<file path="src/rtl/rcn_pkg.sv">
// ----------------------------------------------------------------------------
// rcn_pkg
// Shared widths, register indexes, reset values and unit status type for the
// RC channel normalizer.
// ----------------------------------------------------------------------------
package rcn_pkg;

  // datapath widths
  localparam int unsigned PW_W   = 16;  // pulse width, window edges
  localparam int unsigned LV_W   = 15;  // logical range values
  localparam int unsigned AX_W   = 16;  // axis value
  localparam int unsigned PROD_W = PW_W + LV_W;  // |x - pmin| * |lmax - lmin|
  localparam int unsigned QUO_W  = 16;  // quotient bits developed
  localparam int unsigned CNT_W  = 4;   // step counter of the serial units

  // configuration port
  localparam int unsigned CFG_IDX_W  = 3;
  localparam int unsigned CFG_DATA_W = 24;

  localparam logic [CFG_IDX_W-1:0] CFG_PULSE_MIN   = 3'd0;
  localparam logic [CFG_IDX_W-1:0] CFG_PULSE_MAX   = 3'd1;
  localparam logic [CFG_IDX_W-1:0] CFG_LOGICAL_MIN = 3'd2;
  localparam logic [CFG_IDX_W-1:0] CFG_LOGICAL_MAX = 3'd3;
  localparam logic [CFG_IDX_W-1:0] CFG_AUX_FLOOR   = 3'd4;
  localparam logic [CFG_IDX_W-1:0] CFG_AUX_CEILING = 3'd5;
  localparam logic [CFG_IDX_W-1:0] CFG_SLOT_MAP    = 3'd6;

  // reset values
  localparam logic [PW_W-1:0]       RST_PULSE_MIN   = 16'd1000;
  localparam logic [PW_W-1:0]       RST_PULSE_MAX   = 16'd2000;
  localparam logic [LV_W-1:0]       RST_LOGICAL_MIN = 15'd0;
  localparam logic [LV_W-1:0]       RST_LOGICAL_MAX = 15'd2047;
  localparam logic [AX_W-1:0]       RST_AUX_FLOOR   = 16'd204;
  localparam logic [AX_W-1:0]       RST_AUX_CEILING = 16'd1844;
  localparam logic [CFG_DATA_W-1:0] RST_SLOT_MAP    = 24'd0;
  localparam logic [AX_W-1:0]       RST_AUX_AXIS    = 16'd1023;

  // item kinds
  localparam logic OP_SAMPLE  = 1'b0;
  localparam logic OP_ENCODER = 1'b1;
  localparam logic KIND_CHAN  = 1'b0;
  localparam logic KIND_AUX   = 1'b1;

  // status of a serial unit
  typedef struct packed {
    logic busy;
    logic done;  // one-cycle pulse, result valid from then on
  } unit_stat_t;

endpackage

</file>
<file path="src/rtl/rc_channel_normalizer_core.sv">
// ----------------------------------------------------------------------------
// rc_channel_normalizer_core
// Maps RC pulse widths to joystick axis values and tracks an encoder axis.
// ----------------------------------------------------------------------------
// A sample beat (tuser 0) carries a channel and a pulse width; a width outside
// [pulse_min, pulse_max] is replaced by the window midpoint, then mapped as
// (w - pulse_min) * (logical_max - logical_min) / (pulse_max - pulse_min)
// + logical_min, truncated toward zero, and sent to the slot that slot_map
// gives for the channel. An empty window yields logical_min; a channel at or
// beyond NUM_CHANNELS yields no result beat. An encoder beat (tuser 1) adds
// ten times the signed 16-bit count change to the aux axis, clamped to
// [aux_floor, aux_ceiling] (ceiling checked first), and passes the switches
// through. A sample runs operand prep, the bit-serial multiplier (15 steps)
// and the restoring divider (16 steps) back to back, each unit after its own
// start, then the hand-off out of the divider and the output load; an empty
// window skips both units and goes from prep to the output load. An encoder
// beat goes straight to the output load. One item is in work at a time; the
// next is accepted once the current one has moved into the output register,
// even while that result still waits for m_axis_tready. Config writes are
// taken in any cycle and must only be made while the block is idle.
// ----------------------------------------------------------------------------
module rc_channel_normalizer_core #(
  parameter int unsigned NUM_CHANNELS = 8
) (
  input  logic                           clk_i,
  input  logic                           rst_ni,
  // configuration write port
  input  logic                           cfg_we_i,
  input  logic [rcn_pkg::CFG_IDX_W-1:0]  cfg_idx_i,
  input  logic [rcn_pkg::CFG_DATA_W-1:0] cfg_data_i,
  // input stream
  input  logic                           s_axis_tvalid,
  output logic                           s_axis_tready,
  // [2:0] channel, [18:3] pulse_width, [34:19] encoder_count,
  // [42:35] switches, [47:43] zero
  input  logic [47:0]                    s_axis_tdata,
  // [0] opcode
  input  logic                           s_axis_tuser,
  // output stream
  output logic                           m_axis_tvalid,
  input  logic                           m_axis_tready,
  // [2:0] slot, [18:3] axis_value, [26:19] buttons, [31:27] zero
  output logic [31:0]                    m_axis_tdata,
  // [0] kind
  output logic                           m_axis_tuser
);
  import rcn_pkg::*;

  typedef enum logic [2:0] {
    ST_IDLE,
    ST_PREP,
    ST_MUL,
    ST_DIV,
    ST_FIN,
    ST_ENC
  } state_e;

  // ---------------------------------------------------------------- config
  logic [PW_W-1:0]       pmin_q, pmax_q;
  logic [LV_W-1:0]       lmin_q, lmax_q;
  logic [AX_W-1:0]       floor_q, ceil_q;
  logic [CFG_DATA_W-1:0] smap_q;

  always_ff @(posedge clk_i or negedge rst_ni) begin
    if (!rst_ni) begin
      pmin_q  <= RST_PULSE_MIN;
      pmax_q  <= RST_PULSE_MAX;
      lmin_q  <= RST_LOGICAL_MIN;
      lmax_q  <= RST_LOGICAL_MAX;
      floor_q <= RST_AUX_FLOOR;
      ceil_q  <= RST_AUX_CEILING;
      smap_q  <= RST_SLOT_MAP;
    end else if (cfg_we_i) begin
      case (cfg_idx_i)
        CFG_PULSE_MIN:   pmin_q  <= cfg_data_i[PW_W-1:0];
        CFG_PULSE_MAX:   pmax_q  <= cfg_data_i[PW_W-1:0];
        CFG_LOGICAL_MIN: lmin_q  <= cfg_data_i[LV_W-1:0];
        CFG_LOGICAL_MAX: lmax_q  <= cfg_data_i[LV_W-1:0];
        CFG_AUX_FLOOR:   floor_q <= cfg_data_i[AX_W-1:0];
        CFG_AUX_CEILING: ceil_q  <= cfg_data_i[AX_W-1:0];
        CFG_SLOT_MAP:    smap_q  <= cfg_data_i;
        default: ;  // unused index, write dropped
      endcase
    end
  end

  // ---------------------------------------------------------------- input
  logic [2:0]      in_chan;
  logic [PW_W-1:0] in_pw, in_cnt;
  logic [7:0]      in_sw;
  logic            in_fire, chan_ok;

  assign in_chan = s_axis_tdata[2:0];
  assign in_pw   = s_axis_tdata[18:3];
  assign in_cnt  = s_axis_tdata[34:19];
  assign in_sw   = s_axis_tdata[42:35];
  assign in_fire = s_axis_tvalid && s_axis_tready;
  assign chan_ok = {1'b0, in_chan} < 4'(NUM_CHANNELS);

  // ---------------------------------------------------------------- regs
  state_e          state_q;
  logic [2:0]      slot_q;
  logic [PW_W-1:0] pw_q, cnt_q;
  logic [7:0]      sw_q;
  logic [PW_W-1:0] last_q;
  logic [AX_W-1:0] aux_q;

  logic [PW_W-1:0] amag_q, dmag_q;
  logic [LV_W-1:0] lmag_q;
  logic            qneg_q;
  logic            mul_start_q, div_start_q;

  logic            m_valid_q, m_kind_q;
  logic [2:0]      m_slot_q;
  logic [AX_W-1:0] m_value_q;
  logic [7:0]      m_btn_q;

  logic out_free, out_load;
  assign out_free = !m_valid_q || m_axis_tready;
  // a new result enters the output register this cycle
  assign out_load = out_free && (state_q == ST_FIN || state_q == ST_ENC);

  // ---------------------------------------------------------------- prep
  // Sign/magnitude split of the mapping terms. |x - pmin| <= |den| in every
  // window shape, so |quotient| <= |lmax - lmin| and fits QUO_W bits.
  logic            in_win, den_zero;
  logic [PW_W:0]   mid_sum, a_s, den_s;
  logic [PW_W-1:0] x_w;
  logic [AX_W-1:0] lr_s;

  assign in_win   = (pw_q >= pmin_q) && (pw_q <= pmax_q);
  assign mid_sum  = {1'b0, pmin_q} + {1'b0, pmax_q};
  assign x_w      = in_win ? pw_q : mid_sum[PW_W:1];
  assign a_s      = {1'b0, x_w} - {1'b0, pmin_q};
  assign den_s    = {1'b0, pmax_q} - {1'b0, pmin_q};
  assign lr_s     = {1'b0, lmax_q} - {1'b0, lmin_q};
  assign den_zero = pmin_q == pmax_q;

  logic [PW_W:0]   a_neg, den_neg;
  logic [AX_W-1:0] lr_neg;
  assign a_neg   = -a_s;
  assign den_neg = -den_s;
  assign lr_neg  = -lr_s;

  // ---------------------------------------------------------------- units
  logic [PROD_W-1:0] prod;
  logic [QUO_W-1:0]  quo;
  unit_stat_t        mul_stat, div_stat;

  rcn_serial_mul u_mul (
    .clk_i   (clk_i),
    .rst_ni  (rst_ni),
    .start_i (mul_start_q),
    .a_i     (amag_q),
    .b_i     (lmag_q),
    .prod_o  (prod),
    .stat_o  (mul_stat)
  );

  rcn_serial_div u_div (
    .clk_i   (clk_i),
    .rst_ni  (rst_ni),
    .start_i (div_start_q),
    .num_i   (prod),
    .den_i   (dmag_q),
    .quo_o   (quo),
    .stat_o  (div_stat)
  );

  logic [AX_W-1:0] quo_s, map_val;
  assign quo_s   = qneg_q ? -quo : quo;
  assign map_val = {1'b0, lmin_q} + quo_s;

  // ---------------------------------------------------------------- encoder
  // 10 * diff as (diff << 3) + (diff << 1), 21-bit signed sum
  localparam int unsigned SUM_W = AX_W + 5;
  logic [PW_W-1:0]  enc_d;
  logic             enc_nz;
  logic [SUM_W-1:0] diff_x, step10, enc_sum;
  logic [AX_W-1:0]  aux_new;

  assign enc_d   = cnt_q - last_q;
  assign enc_nz  = enc_d != '0;
  assign diff_x  = {{(SUM_W-PW_W){enc_d[PW_W-1]}}, enc_d};
  assign step10  = (diff_x << 3) + (diff_x << 1);
  assign enc_sum = {{(SUM_W-AX_W){1'b0}}, aux_q} + step10;

  always_comb begin
    if ($signed(enc_sum) > $signed({{(SUM_W-AX_W){1'b0}}, ceil_q})) begin
      aux_new = ceil_q;
    end else if ($signed(enc_sum) < $signed({{(SUM_W-AX_W){1'b0}}, floor_q})) begin
      aux_new = floor_q;
    end else begin
      aux_new = enc_sum[AX_W-1:0];
    end
  end

  // ---------------------------------------------------------------- control
  always_ff @(posedge clk_i or negedge rst_ni) begin
    if (!rst_ni) begin
      state_q     <= ST_IDLE;
      mul_start_q <= 1'b0;
      div_start_q <= 1'b0;
      last_q      <= '0;
      aux_q       <= RST_AUX_AXIS;
      m_valid_q   <= 1'b0;
      m_kind_q    <= KIND_CHAN;
      m_slot_q    <= '0;
      m_value_q   <= '0;
      m_btn_q     <= '0;
      slot_q      <= '0;
      pw_q        <= '0;
      cnt_q       <= '0;
      sw_q        <= '0;
      amag_q      <= '0;
      dmag_q      <= '0;
      lmag_q      <= '0;
      qneg_q      <= 1'b0;
    end else begin
      mul_start_q <= 1'b0;
      div_start_q <= 1'b0;
      if (m_valid_q && m_axis_tready && !out_load) begin
        m_valid_q <= 1'b0;
      end
      case (state_q)
        ST_IDLE: begin
          if (in_fire) begin
            pw_q   <= in_pw;
            cnt_q  <= in_cnt;
            sw_q   <= in_sw;
            slot_q <= smap_q[3*in_chan +: 3];
            if (s_axis_tuser == OP_ENCODER) begin
              state_q <= ST_ENC;
            end else if (chan_ok) begin
              state_q <= ST_PREP;
            end
            // sample on an absent channel: dropped, no beat out
          end
        end
        ST_PREP: begin
          amag_q <= a_s[PW_W] ? a_neg[PW_W-1:0] : a_s[PW_W-1:0];
          dmag_q <= den_s[PW_W] ? den_neg[PW_W-1:0] : den_s[PW_W-1:0];
          lmag_q <= lr_s[AX_W-1] ? lr_neg[LV_W-1:0] : lr_s[LV_W-1:0];
          qneg_q <= !den_zero && (a_s[PW_W] ^ den_s[PW_W] ^ lr_s[AX_W-1]);
          if (den_zero) begin
            // empty window: value is logical_min, both units skipped
            state_q <= ST_FIN;
          end else begin
            mul_start_q <= 1'b1;
            state_q     <= ST_MUL;
          end
        end
        ST_MUL: begin
          if (mul_stat.done) begin
            div_start_q <= 1'b1;
            state_q     <= ST_DIV;
          end
        end
        ST_DIV: begin
          if (div_stat.done) begin
            state_q <= ST_FIN;
          end
        end
        ST_FIN: begin
          if (out_free) begin
            m_valid_q <= 1'b1;
            m_kind_q  <= KIND_CHAN;
            m_slot_q  <= slot_q;
            m_value_q <= den_zero ? {1'b0, lmin_q} : map_val;
            m_btn_q   <= '0;
            state_q   <= ST_IDLE;
          end
        end
        ST_ENC: begin
          if (out_free) begin
            if (enc_nz) begin
              aux_q  <= aux_new;
              last_q <= cnt_q;
            end
            m_valid_q <= 1'b1;
            m_kind_q  <= KIND_AUX;
            m_slot_q  <= '0;
            m_value_q <= enc_nz ? aux_new : aux_q;
            m_btn_q   <= sw_q;
            state_q   <= ST_IDLE;
          end
        end
        default: state_q <= ST_IDLE;
      endcase
    end
  end

  assign s_axis_tready = state_q == ST_IDLE;
  assign m_axis_tvalid = m_valid_q;
  assign m_axis_tuser  = m_kind_q;
  assign m_axis_tdata  = {5'b0, m_btn_q, m_value_q, m_slot_q};

`ifndef SYNTHESIS
  // the two serial units never overlap
  a_units_exclusive: assert property (@(posedge clk_i) disable iff (!rst_ni)
    !(mul_stat.busy && div_stat.busy))
    else $error("multiplier and divider busy together");

  // unit completions only arrive in the state waiting for them
  a_mul_done_state: assert property (@(posedge clk_i) disable iff (!rst_ni)
    mul_stat.done |-> state_q == ST_MUL)
    else $error("multiplier done outside multiply phase");

  a_div_done_state: assert property (@(posedge clk_i) disable iff (!rst_ni)
    div_stat.done |-> state_q == ST_DIV)
    else $error("divider done outside divide phase");

  // aux beats carry slot zero, channel beats carry no buttons
  a_out_fields: assert property (@(posedge clk_i) disable iff (!rst_ni)
    m_valid_q |-> (m_kind_q == KIND_AUX) ? (m_slot_q == '0) : (m_btn_q == '0))
    else $error("result beat carries a field of the other kind");

  // a clamped update with ordered limits lands inside them
  a_aux_in_range: assert property (@(posedge clk_i) disable iff (!rst_ni)
    (state_q == ST_ENC && out_free && enc_nz && floor_q <= ceil_q)
    |=> (aux_q >= $past(floor_q) && aux_q <= $past(ceil_q)))
    else $error("aux axis outside its limits after update");
`endif

endmodule

</file>
<file path="src/rtl/rcn_serial_mul.sv">
// ----------------------------------------------------------------------------
// rcn_serial_mul
// Bit-serial shift-add multiplier, one multiplier bit per cycle.
// ----------------------------------------------------------------------------
module rcn_serial_mul (
  input  logic                       clk_i,
  input  logic                       rst_ni,
  input  logic                       start_i,
  input  logic [rcn_pkg::PW_W-1:0]   a_i,
  input  logic [rcn_pkg::LV_W-1:0]   b_i,
  output logic [rcn_pkg::PROD_W-1:0] prod_o,
  output rcn_pkg::unit_stat_t        stat_o
);
  import rcn_pkg::*;

  logic [CNT_W-1:0]  cnt_q;
  logic              busy_q, done_q;
  logic [PW_W-1:0]   a_q;
  logic [PROD_W-1:0] p_q;
  logic [PW_W:0]     sum;

  // upper half accumulates, lower half holds the remaining multiplier bits
  assign sum = {1'b0, p_q[PROD_W-1:LV_W]} + (p_q[0] ? {1'b0, a_q} : '0);

  always_ff @(posedge clk_i or negedge rst_ni) begin
    if (!rst_ni) begin
      busy_q <= 1'b0;
      done_q <= 1'b0;
      cnt_q  <= '0;
    end else begin
      done_q <= 1'b0;
      if (start_i) begin
        busy_q <= 1'b1;
        cnt_q  <= '0;
      end else if (busy_q) begin
        cnt_q <= cnt_q + 1'b1;
        if (cnt_q == CNT_W'(LV_W - 1)) begin
          busy_q <= 1'b0;
          done_q <= 1'b1;
        end
      end
    end
  end

  always_ff @(posedge clk_i) begin
    if (start_i) begin
      a_q <= a_i;
      p_q <= {{PW_W{1'b0}}, b_i};
    end else if (busy_q) begin
      p_q <= {sum, p_q[LV_W-1:1]};
    end
  end

  assign prod_o      = p_q;
  assign stat_o.busy = busy_q;
  assign stat_o.done = done_q;

endmodule

</file>
<file path="src/rtl/rcn_serial_div.sv">
// ----------------------------------------------------------------------------
// rcn_serial_div
// Restoring divider, one quotient bit per cycle. Caller guarantees the
// quotient fits QUO_W bits (dividend < divisor * 2**QUO_W).
// ----------------------------------------------------------------------------
module rcn_serial_div (
  input  logic                       clk_i,
  input  logic                       rst_ni,
  input  logic                       start_i,
  input  logic [rcn_pkg::PROD_W-1:0] num_i,
  input  logic [rcn_pkg::PW_W-1:0]   den_i,
  output logic [rcn_pkg::QUO_W-1:0]  quo_o,
  output rcn_pkg::unit_stat_t        stat_o
);
  import rcn_pkg::*;

  logic [CNT_W-1:0] cnt_q;
  logic             busy_q, done_q;
  logic [PW_W-1:0]  d_q;
  logic [PW_W-1:0]  rem_q;
  logic [QUO_W-1:0] q_q;
  logic [PW_W:0]    trial, diff;
  logic             ge;

  assign trial = {rem_q, q_q[QUO_W-1]};
  assign diff  = trial - {1'b0, d_q};
  assign ge    = trial >= {1'b0, d_q};

  always_ff @(posedge clk_i or negedge rst_ni) begin
    if (!rst_ni) begin
      busy_q <= 1'b0;
      done_q <= 1'b0;
      cnt_q  <= '0;
    end else begin
      done_q <= 1'b0;
      if (start_i) begin
        busy_q <= 1'b1;
        cnt_q  <= '0;
      end else if (busy_q) begin
        cnt_q <= cnt_q + 1'b1;
        if (cnt_q == CNT_W'(QUO_W - 1)) begin
          busy_q <= 1'b0;
          done_q <= 1'b1;
        end
      end
    end
  end

  always_ff @(posedge clk_i) begin
    if (start_i) begin
      d_q   <= den_i;
      rem_q <= {1'b0, num_i[PROD_W-1:QUO_W]};
      q_q   <= num_i[QUO_W-1:0];
    end else if (busy_q) begin
      rem_q <= ge ? diff[PW_W-1:0] : trial[PW_W-1:0];
      q_q   <= {q_q[QUO_W-2:0], ge};
    end
  end

  assign quo_o       = q_q;
  assign stat_o.busy = busy_q;
  assign stat_o.done = done_q;

endmodule
</file>
<file path="config.mk">
export PLATFORM = sky130hd
export DESIGN_NAME = rc_channel_normalizer_core
export DESIGN_NICKNAME = d
export VERILOG_FILES = /design/src/rtl/rcn_pkg.sv /design/src/rtl/rc_channel_normalizer_core.sv /design/src/rtl/rcn_serial_mul.sv /design/src/rtl/rcn_serial_div.sv
export SDC_FILE = /design/constraint.sdc
export NUM_CORES = 1
export LEC_CHECK = 0
export BUFFER_PORTS_ARGS = -buffer_cell sky130_fd_sc_hd__buf_2
export CAP_MARGIN = 0
export CORE_ASPECT_RATIO = 0.9
export CORE_MARGIN = 5
export CORE_UTILIZATION = 45
export DETAILED_ROUTE_END_ITERATION = 10
export HOLD_SLACK_MARGIN = 0.08
export SETUP_SLACK_MARGIN = 0.5
export SYNTH_ARGS = -nofsm -noshare
export SYNTH_HDL_FRONTEND = slang
export SYNTH_SLANG_ARGS = --single-unit
</file>
<file path="constraint.sdc">
create_clock -name clk_i -period 5.9 [get_ports clk_i]
set_input_delay 1.18 -clock clk_i [delete_from_list [all_inputs] [get_ports clk_i]]
set_output_delay 1.18 -clock clk_i [all_outputs]
set_load 0.02 [all_outputs]
</file>
==> results.json <==
{
  "syn_inst": 2672,
  "die_y_um": 236,
  "grt_remaining_overflow": 0,
  "gp_congestion": 0.905,
  "wl_per_cell_um": 19.7,
  "whs_endpoint": "u_mul.a_q[9]$_DFFE_PP_",
  "synth_edf_count": 78,
  "path_clk_slew_ns": 0.06,
  "io_pins": 116,
  "relSlewSlack_pct": 27.7,
  "yosysTopAreaCell": "dfrtp_1",
  "clk_path_buf_depth": 3,
  "ys_seq_area_share_pct": 38.9,
  "min_from": "amag_q[9]$_DFFE_PN0N_",
  "n_antenna_cell": 0,
  "ant_nets": 0,
  "rows": 82,
  "syn_area_mm2": 0.0255,
  "num_vias": 20600,
  "maxCapViolCount": 0,
  "synth_cell_type_count": 88,
  "rsz0062_at_grt": "yes",
  "cpPeakStageDelay_ns": 0.52,
  "filler_cell_count": 4982,
  "status": "complete, but fails checks",
  "r2r_cells": 30,
  "final_nets": 3202,
  "skew_ns": 0.0280,
  "postSynth.asyncResetShare_pct": 75.1,
  "syn2layout_area_growth_pct": 19.2,
  "slew_violations": 0,
  "max_slew.worst_pin.slew_ns": 1.08,
  "slowest_stage": "fa_1",
  "grtUsageTotal_pct": 22.8,
  "period_share_pct": 103,
  "cts_tree": "built",
  "final.min_clock_period_ns": 6.09,
  "worstPathMaxFanout": 7,
  "cts_root_buf": "clkbuf_16",
  "synth_top_area_share_pct": 24.0,
  "drc_errors": 0,
  "cts_buffers": 44,
  "r2r-start": "cnt_q[0]$_DFFE_PN0P_",
  "setup_tns_ns": -3.96,
  "detail_route.vias_per_cell": 5.61,
  "start_kind": "register",
  "wirelength_mm": 72.4,
  "finalSetupViolations": 32,
  "holdPathStages": 0,
  "postCtsHoldBufs": 0,
  "htree_levels": 2,
  "clock_latency_ns": 0.58,
  "antenna_found_initial": 0,
  "coreArea_mm2": 0.0559,
  "instances_no_fill": 3673,
  "grt_max_degree": 111,
  "grt_pass1_vias": 20100,
  "fmax_mhz": 164,
  "timing.rr.end": "aux_q[9]$_DFFE_PN1P_",
  "dieArea_mm2": 0.0615,
  "r2r_setup_slack_ns": -0.19,
  "die_w_um": 261,
  "synthFlopType": "dfrtp_1",
  "cp-end-kind": "register",
  "avgSynthCellArea_um2": 9.54,
  "stdcell_area_mm2": 0.0304,
  "pre_cts_ws_ns": -0.373,
  "io_buffer_count": 105,
  "fin_ws_ns": -0.193,
  "drtPass1Iterations": 5,
  "crit_type": "reg -> reg",
  "crit_path_frequent_cell": "o21a_1",
  "initial_utilization_pct": 45.6,
  "grt_pass1_wl_mm": 113,
  "drive_above_1_share_pct": 24.0,
  "drt_iter0_drc": 1689,
  "place_hpwl_mm": 54.5,
  "post-place-cells": 3554,
  "cts_sinks": 382,
  "crit_required_ns": 6.40,
  "placed_area_mm2": 0.0277,
  "hp-class": "reg -> reg",
  "finalHoldViolations": 0,
  "violations": "negative setup slack",
  "worstPathArrival_ns": 6.59,
  "synth_most_common_cell": "nand2_1",
  "synth_commonest_cells": "nand2_1 (258), dfrtp_1 (244), ha_1 (217)",
  "synth_area_leaders": "dfrtp_1 (24%), ha_1 (11%), edfxtp_1 (9.2%), mux2_2 (5.8%), dfstp_2 (4.4%)",
  "synth-seq-cells": 382,
  "yosys_warnings": 0
}
-- placed cells by master, fill, tap and decap left out, types with 22 or more instances in the layout --
cell / count
nand2_1: 254
dfrtp_1: 242
inv_1: 202
ha_1: 202
o21ai_0: 186
nor2_1: 159
buf_4: 149
a21oi_1: 132
mux2_2: 126
buf_2: 104
xnor2_1: 89
edfxtp_1: 78
nand3_1: 60
nor3_1: 51
xor2_1: 48
clkbuf_16: 45
a21o_1: 44
dfstp_2: 43
o21a_1: 39
and2_1: 31
mux2i_1: 27
o211ai_1: 26
nor2b_1: 24
a211oi_1: 22
-- timing repair --
item                                    in CTS  in global routing
buffers inserted                            15                 20
endpoints found under the setup margin      54                 61
gates resized for setup                     88                 85
cloned                                       2                  1
pin swaps                                   59                 56
-- registers in the layout, summed over array words and instances, names as in the netlist, 16 cells and up --
name	flops
amag_q	16
ceil_q	16
u_mul.prod_o	31
aux_q	16
smap_q	24
last_q	16
u_div.quo_o	16
dmag_q	16
floor_q	16
pmax_q	16
u_mul.a_q	16
m_value_q	16
pw_q	16
u_div.rem_q	16
u_div.d_q	16
pmin_q	16
cnt_q	16
-- worst max-delay path by stage --
stage | startpoint | to | slack (ns)
2_1_floorplan | cnt_q[0]$_DFFE_PN0P_ | aux_q[9]$_DFFE_PN1P_ | 0.24
3_3_place_gp | last_q[0]$_DFFE_PN0P_ | m_value_q[13]$_DFFE_PN0P_ | -0.32
3_5_place_dp | last_q[0]$_DFFE_PN0P_ | aux_q[2]$_DFFE_PN1P_ | -0.37
4_1_cts | cnt_q[0]$_DFFE_PN0P_ | m_value_q[13]$_DFFE_PN0P_ | -0.18
5_1_grt | cnt_q[0]$_DFFE_PN0P_ | aux_q[5]$_DFFE_PN1P_ | -0.46
6_report | cnt_q[0]$_DFFE_PN0P_ | aux_q[9]$_DFFE_PN1P_ | -0.19
-- cells by family after synthesis --
family / count (synthesis) / synth area share [%]
buffers and inverters: 318 / 4.82
adder cells (fa/ha/maj): 239 / 12.4
flip-flops: 382 / 38.9
AND/OR/NAND/NOR: 746 / 13.9
other: 1 / 0.0147
XOR/XNOR: 151 / 5.30
multiplexers: 173 / 7.73
AO/OA/AOI/OAI: 662 / 16.9
-- stage by stage --
step	utilization [%]	hold slack (ns)
floorplan	-	0.421
global placement	49.6	0.434
detailed placement	49.6	0.436
CTS	53.3	0.451
global route	54.3	0.453
finish	54.3	0.444
-- worst max-delay path: cells and delay by family, from the launching register on --
| family | cells | cell delay, ns |
|---|---|---|
| xor gates and xnor gates | 1 | 0.13 |
| and+or+nand+nor | 7 | 0.92 |
| buffers and inverters | 5 | 0.53 |
| DFF | 1 | 0.37 |
| adders and majority gates | 5 | 1.40 |
| AOI/OAI and AO/OA | 12 | 2.63 |
-- routing by layer --
metal | up-vias | global-route usage, % | part of all wire, %
met4 | 0 | 5.35 | 2.0
li1 | 9953 | - | -
met5 | - | 0 | 0
met1 | 9969 | 35.1 | 49
met2 | 579 | 33.0 | 42
met3 | 92 | 4.80 | 7.1
-- layout make-up --
class | count | area [um2] | area share (%)
inverters | 206 | 773 | 2.55
well taps | 756 | 946 | 3.11
flip-flops and latches | 382 | 9920 | 32.7
repair buffers | 271 | 1920 | 6.33
multi-input cells | 1977 | 15400 | 50.8
clock buffers | 59 | 1190 | 3.91
clock inverters | 22 | 191 | 0.630
Power is left out: the tool's default activity adds up to more than one toggle a clock period on the data nets, which glitch-free logic cannot reach.
